[config.mk]
export PLATFORM = sky130hd
export DESIGN_NAME = wodo_mul
export DESIGN_NICKNAME = d
export VERILOG_FILES = /design/src/hdl/wodo_pkg.sv /design/src/hdl/wodo_mul.sv
export SDC_FILE = /design/constraint.sdc
export NUM_CORES = 2
export LEC_CHECK = 0
export BUFFER_PORTS_ARGS = -buffer_cell sky130_fd_sc_hd__clkbuf_2
export CAP_MARGIN = 0
export CORE_MARGIN = 10
export CORE_UTILIZATION = 50
export DETAILED_ROUTE_END_ITERATION = 16
export PLACE_DENSITY = 0.72
export SYNTH_ARGS = -nofsm -noshare
export SYNTH_HDL_FRONTEND = slang
export SYNTH_SLANG_ARGS = --single-unit
[constraint.sdc]
create_clock -name clk -period 8.75 [get_ports clk]
set_clock_uncertainty 0.1 [all_clocks]
set_input_delay 0.4375 -clock clk [delete_from_list [all_inputs] [get_ports clk]]
set_output_delay 0.4375 -clock clk [all_outputs]
set_load 0.1 [all_outputs]
[src/hdl/wodo_pkg.sv]
package wodo_pkg;

  localparam int CNT_W   = 32;
  localparam int ANG_W   = 32;
  localparam int POS_W   = 48;
  localparam int XW      = 58;  // CORDIC vector, Q.24 with gain headroom
  localparam int ZW      = 34;  // CORDIC residual angle
  localparam int MUL_A_W = 64;
  localparam int MUL_B_W = 32;
  localparam int PROD_W  = MUL_A_W + MUL_B_W;

  localparam logic [31:0] MPT_RESET = 32'd7906077;
  localparam logic [31:0] APM_RESET = 32'd683565276;
  localparam logic [31:0] INV_GAIN  = 32'h9B74EDA8;

  localparam int ATAN_DEPTH = 32;
  localparam int ATAN_IDX_W = 5;

  typedef enum logic {
    CFG_MPT = 1'b0,
    CFG_APM = 1'b1
  } cfg_index_t;

  localparam logic [31:0] ATAN_TAB [ATAN_DEPTH] = '{
    32'h20000000, 32'h12E4051E, 32'h09FB385B, 32'h051111D4,
    32'h028B0D43, 32'h0145D7E1, 32'h00A2F61E, 32'h00517C55,
    32'h0028BE53, 32'h00145F2F, 32'h000A2F98, 32'h000517CC,
    32'h00028BE6, 32'h000145F3, 32'h0000A2F9, 32'h0000517D,
    32'h000028BE, 32'h0000145F, 32'h00000A30, 32'h00000518,
    32'h0000028C, 32'h00000146, 32'h000000A3, 32'h00000051,
    32'h00000029, 32'h00000014, 32'h0000000A, 32'h00000005,
    32'h00000003, 32'h00000001, 32'h00000001, 32'h00000000
  };

  typedef struct packed {
    logic               start;
    logic [MUL_A_W-1:0] a;
    logic [MUL_B_W-1:0] b;
  } mul_req_t;

  typedef struct packed {
    logic              done;
    logic [PROD_W-1:0] prod;
  } mul_rsp_t;

  typedef struct packed {
    logic                 start;
    logic signed [XW-1:0] x;
    logic signed [ZW-1:0] z;
  } rot_req_t;

  typedef struct packed {
    logic                 done;
    logic signed [XW-1:0] x;
    logic signed [XW-1:0] y;
  } rot_rsp_t;

endpackage

[src/hdl/wodo_mul.sv]
// Shared 64x32 unsigned multiplier built from one 32x32 multiplier used twice.
// The result is registered through the ph1 and ph2 phases, flagged by a one-cycle done.
module wodo_mul (
  input  logic               clk,
  input  logic               rst,
  input  wodo_pkg::mul_req_t req,
  output wodo_pkg::mul_rsp_t rsp
);

  logic        ph1;
  logic        ph2;
  logic        done;
  logic [31:0] a_hi;
  logic [31:0] b_r;
  logic [31:0] op_a;
  logic [31:0] op_b;
  logic [63:0] p;
  logic [63:0] p_lo;
  logic [wodo_pkg::PROD_W-1:0] prod;

  assign op_a = req.start ? req.a[31:0] : a_hi;
  assign op_b = req.start ? req.b : b_r;

  always_ff @(posedge clk) begin
    if (rst) begin
      ph1  <= 1'b0;
      ph2  <= 1'b0;
      done <= 1'b0;
    end else begin
      ph1  <= req.start;
      ph2  <= ph1;
      done <= ph2;
    end
  end

  always_ff @(posedge clk) begin
    if (req.start) begin
      a_hi <= req.a[63:32];
      b_r  <= req.b;
    end
    p <= op_a * op_b;
    if (ph1) begin
      p_lo <= p;
    end
    // combine high and low partial products
    if (ph2) begin
      prod <= {p + {32'd0, p_lo[63:32]}, p_lo[31:0]};
    end
  end

  assign rsp.done = done;
  assign rsp.prod = prod;

endmodule

; After elaboration in Yosys (flattened, before gate mapping)
; Index checks and enable logic that the tools add are counted.
[totals]
input_bits = 99
reg_bits = 291
[classes]
n_addsub = 1
n_mul = 1
n_mux = 2
[ops]
columns = op, count
row1 = 64-bit by 32-bit adder with 64-bit output, 1
row2 = 32-bit by 32-bit multiplier with 64-bit output, 1
row3 = 32-bit 2-to-1 mux, 2

; Logic depth before layout (Yosys ltp)
[depth]
ltp_word = 2
ltp_mapped = 32

; Worst setup path after synthesis
; OpenSTA, ideal clock, no wires.
[synth_timing]
path_kind = input-to-reg
startpoint = input req[96] in the netlist's numbering
endpoint = register p[60]
required_time_ps = 8519
setup_time_ps = 131
slack_ps = 295
n_path_buf = 4
t_arrival_ps = 8224
cell_stages = 28
cell_sequence = clkbuf_1 -> buf_2 -> buf_2 -> mux2i_1 -> clkbuf_1 -> nor2_1 -> fa_1 -> fa_1 -> fa_1 -> inv_1 -> fa_1 -> inv_1 -> fa_1 -> inv_1 -> fa_1 -> inv_1 -> fa_1 -> fa_1 -> ha_1 -> and4_1 -> and3_1 -> o211ai_1 -> nand3_1 -> o21a_1 -> o31a_1 -> o31ai_2 -> o31ai_1 -> xor2_1
[synth_via]
elab_chain_cells = 2
[synth_lines]
columns = element, line
row1 = from (decl), wodo_mul.sv:6  ; input wodo_pkg::mul_req_t req,
row2 = 32-bit 2-to-1 mux (on tied branches), -
row3 = 32-bit by 32-bit multiplier with 64-bit output (*), wodo_mul.sv:41  ; p <= op_a * op_b;
row4 = to (signal assigned), wodo_mul.sv:41
row5 = to (decl), wodo_mul.sv:17  ; logic [63:0] p;
; Every way passes the cells marked *; elsewhere a longest branch is shown, timed or not.
; A chain may end at the register's enable or synchronous reset.

; Final worst setup path
[layout_timing]
startpoint = register b_r[17]
endpoint = register p[60]
[layout_via]
elab_chain_cells = 2
[layout_lines]
columns = element, line
row1 = from (decl), wodo_mul.sv:14  ; logic [31:0] b_r;
row2 = from (signal assigned), wodo_mul.sv:39  ; b_r <= req.b;
row3 = 32-bit 2-to-1 mux, -
row4 = 32-bit by 32-bit multiplier with 64-bit output, wodo_mul.sv:41
; No other way between the ends.

==> metrics.yaml <==
status:
  status: "finished clean"
synth:
  seq_area_frac_synth_pct: 17.9
  syn_area_um2: 43200
  synthesis.nets: 5773
  avgSynthCellArea_um2: 9.65
  synth-async-reset-ratio_pct: 0
  synth_ff_type: "edfxtp_1"
  synth_warnings: 0
  synth_cell_type_count: 73
  synth_edf_count: 192
  ys_seq_elements: 291
  synth_cells: 4482
worst_setup_path:
  cp-start-kind: "flip-flop"
  worstPathArrival_ns: 8.55
  critPathMaxStageDelay_ns: 0.75
  cp_top_family: "adder cells"
  crit_fanout: 7
  worstPathRequired_ns: 9.10
  slowest_stage: "fa_1"
  crit_type: "reg2reg"
  cp_num_buf_inv: 7
  worst_path_most_repeated_cell: "fa_1"
  crit_path_end_kind: "flip-flop"
timing:
  drv_slew: 0
  fin_setup_tns_ns: 0
  max_freq_mhz: 122
  post-route-period-util_pct: 93.8
  finalHoldViolCount: 0
  maxSlewHeadroom_pct: 28.1
  period_minus_slack_ns: 8.20
  setup_violations: 0
  worst_pin_slew_ns: 1.08
  holdWs_ns: 0.226
  rsz0062_at_grt: "no"
cts:
  cts_hold_buf: 33
  insertion_delay_ns: 0.60
  cts_root_buffer: "clkbuf_16"
  cts_setup_buffers: 0
  cts_buffers: 38
  cts_tree: "yes"
  clock-sinks: 291
  clk_pin_slew_ns: 0.06
  cts_buffer_depth: 3
  cts_resized: 0
  ctsHtreeMaxLevel: 2
routing:
  top_layer_used: "met4"
  wl_met2_um: 65400
  antenna_left: 0
  wl_met1_um: 48500
  wl_met3_um: 15800
  vias_per_cell: 5.64
  finalWirelength_um: 141000
  route.detailed.drc: 0
  route.detailed.wl_per_inst_um: 23.9
  initialDrtViolationCount: 2984
  first_pass_iters: 8
  num_vias: 33300
cells_and_area:
  syn_to_final_growth_pct: 12.0
  drive_above_1_share_pct: 11.4
  layout_commonest_cell: "inv_1"
  num-nets-final: 6022
  stdcell_count: 5905
  final_cell_mix: "inv_1 (933), fa_1 (897), nor2_1 (677), nand2_1 (476), ha_1 (295)"
job:
  max-cap-violations: 0
grt:
  grt.overflow.total: 0
  antenna_found_initial: 4
  grt_pass1_vias: 35600
  grt_pass1_wl_um: 214000
  grt_max_degree: 87
  grt_use_total_pct: 28.9
place:
  gp_congestion: 1.03
  numPlacedInstances: 5802
  post-dp-hpwl_um: 113000
  port-buffer-count: 195
min_path:
  hp-class: "in2reg"
die:
  boundaryPins: 196
  die_h_um: 314
  core-area_um2: 85500
  fp.dieW_um: 314
  start_util_pct: 50.5
  dieArea_um2: 98600
  rows: 107
[layer usage]
layer | track usage [%] | vias to the layer above
met1 | 33.8 | 16700
met5 | 0 | -
met2 | 46.0 | 1913
met3 | 8.45 | 593
li1 | - | 14100
met4 | 19.3 | 0
[Yosys cell counts (all sizes together) (59+ instances only)]
cell type,instances,area [um2]
a21o,59,444
ha,295,3690
o21ai,67,339
clkbuf,172,656
edfxtp,192,5770
dfxtp,99,1980
mux2i,64,641
fa,897,18000
xnor2,70,613
inv,935,3510
a21oi,102,514
nor2,677,2540
nand2,476,1790
[cells by family after synthesis]
family / share of synthesized area [%]
AO/OA/AOI/OAI: 4.93
XOR/XNOR: 2.47
adder cells (fa/ha/maj): 50.1
buffers and inverters: 10.1
flip-flops: 17.9
multiplexers: 2.32
AND/OR/NAND/NOR: 12.2
[worst min-delay path: stages]
cell and delay, ns:
clkbuf_2 0.08, mux2i_1 0.06, buf_4 0.17, nor2_1 0.11
[state kept, by name (all words and copies together) (netlist names)]
signal and cells:
ph2 1, b_r 32, done 1, ph1 1, a_hi 32, p 64, p_lo 64, prod 96
[stage by stage]
step / utilization [%] / setup slack (ns) / instance area, um2
2_1_floorplan: - / 0.295 / 43200
6_report: 56.6 / 0.545 / 48400
4_1_cts: 56.6 / 0.657 / 48400
3_5_place_dp: 54.8 / 0.231 / 46900
3_3_place_gp: 54.8 / 0.284 / 46900
5_1_grt: 56.6 / 0.278 / 48400
[final cells by class]
cell class | instances | area, um2
fillers | 7355 | 37100
repair buffers | 408 | 3130
clock buffers | 44 | 993
flip-flops and latches | 291 | 7750
well taps | 1144 | 1430
diodes | 1 | 2.50
clock inverters | 25 | 246
inverters | 947 | 3550
multi-input cells | 3045 | 31300
[worst paths after layout]
check / slack (ns) / start / cells past startpoint / to
worst max-delay path: 0.55 / b_r[17]$_DFF_P_ / 27 / p[60]$_DFF_P_
worst min-delay path: 0.23 / req[0] / 4 / p[0]$_DFF_P_
worst max register to register: 0.55 / b_r[17]$_DFF_P_ / 27 / p[60]$_DFF_P_
worst min register to register: 0.31 / p_lo[14]$_DFFE_PP_ / 0 / prod[14]$_DFFE_PP_
Power is left out: the tool's default activity adds up to more than one toggle a clock period on the data nets, which glitch-free logic cannot reach.
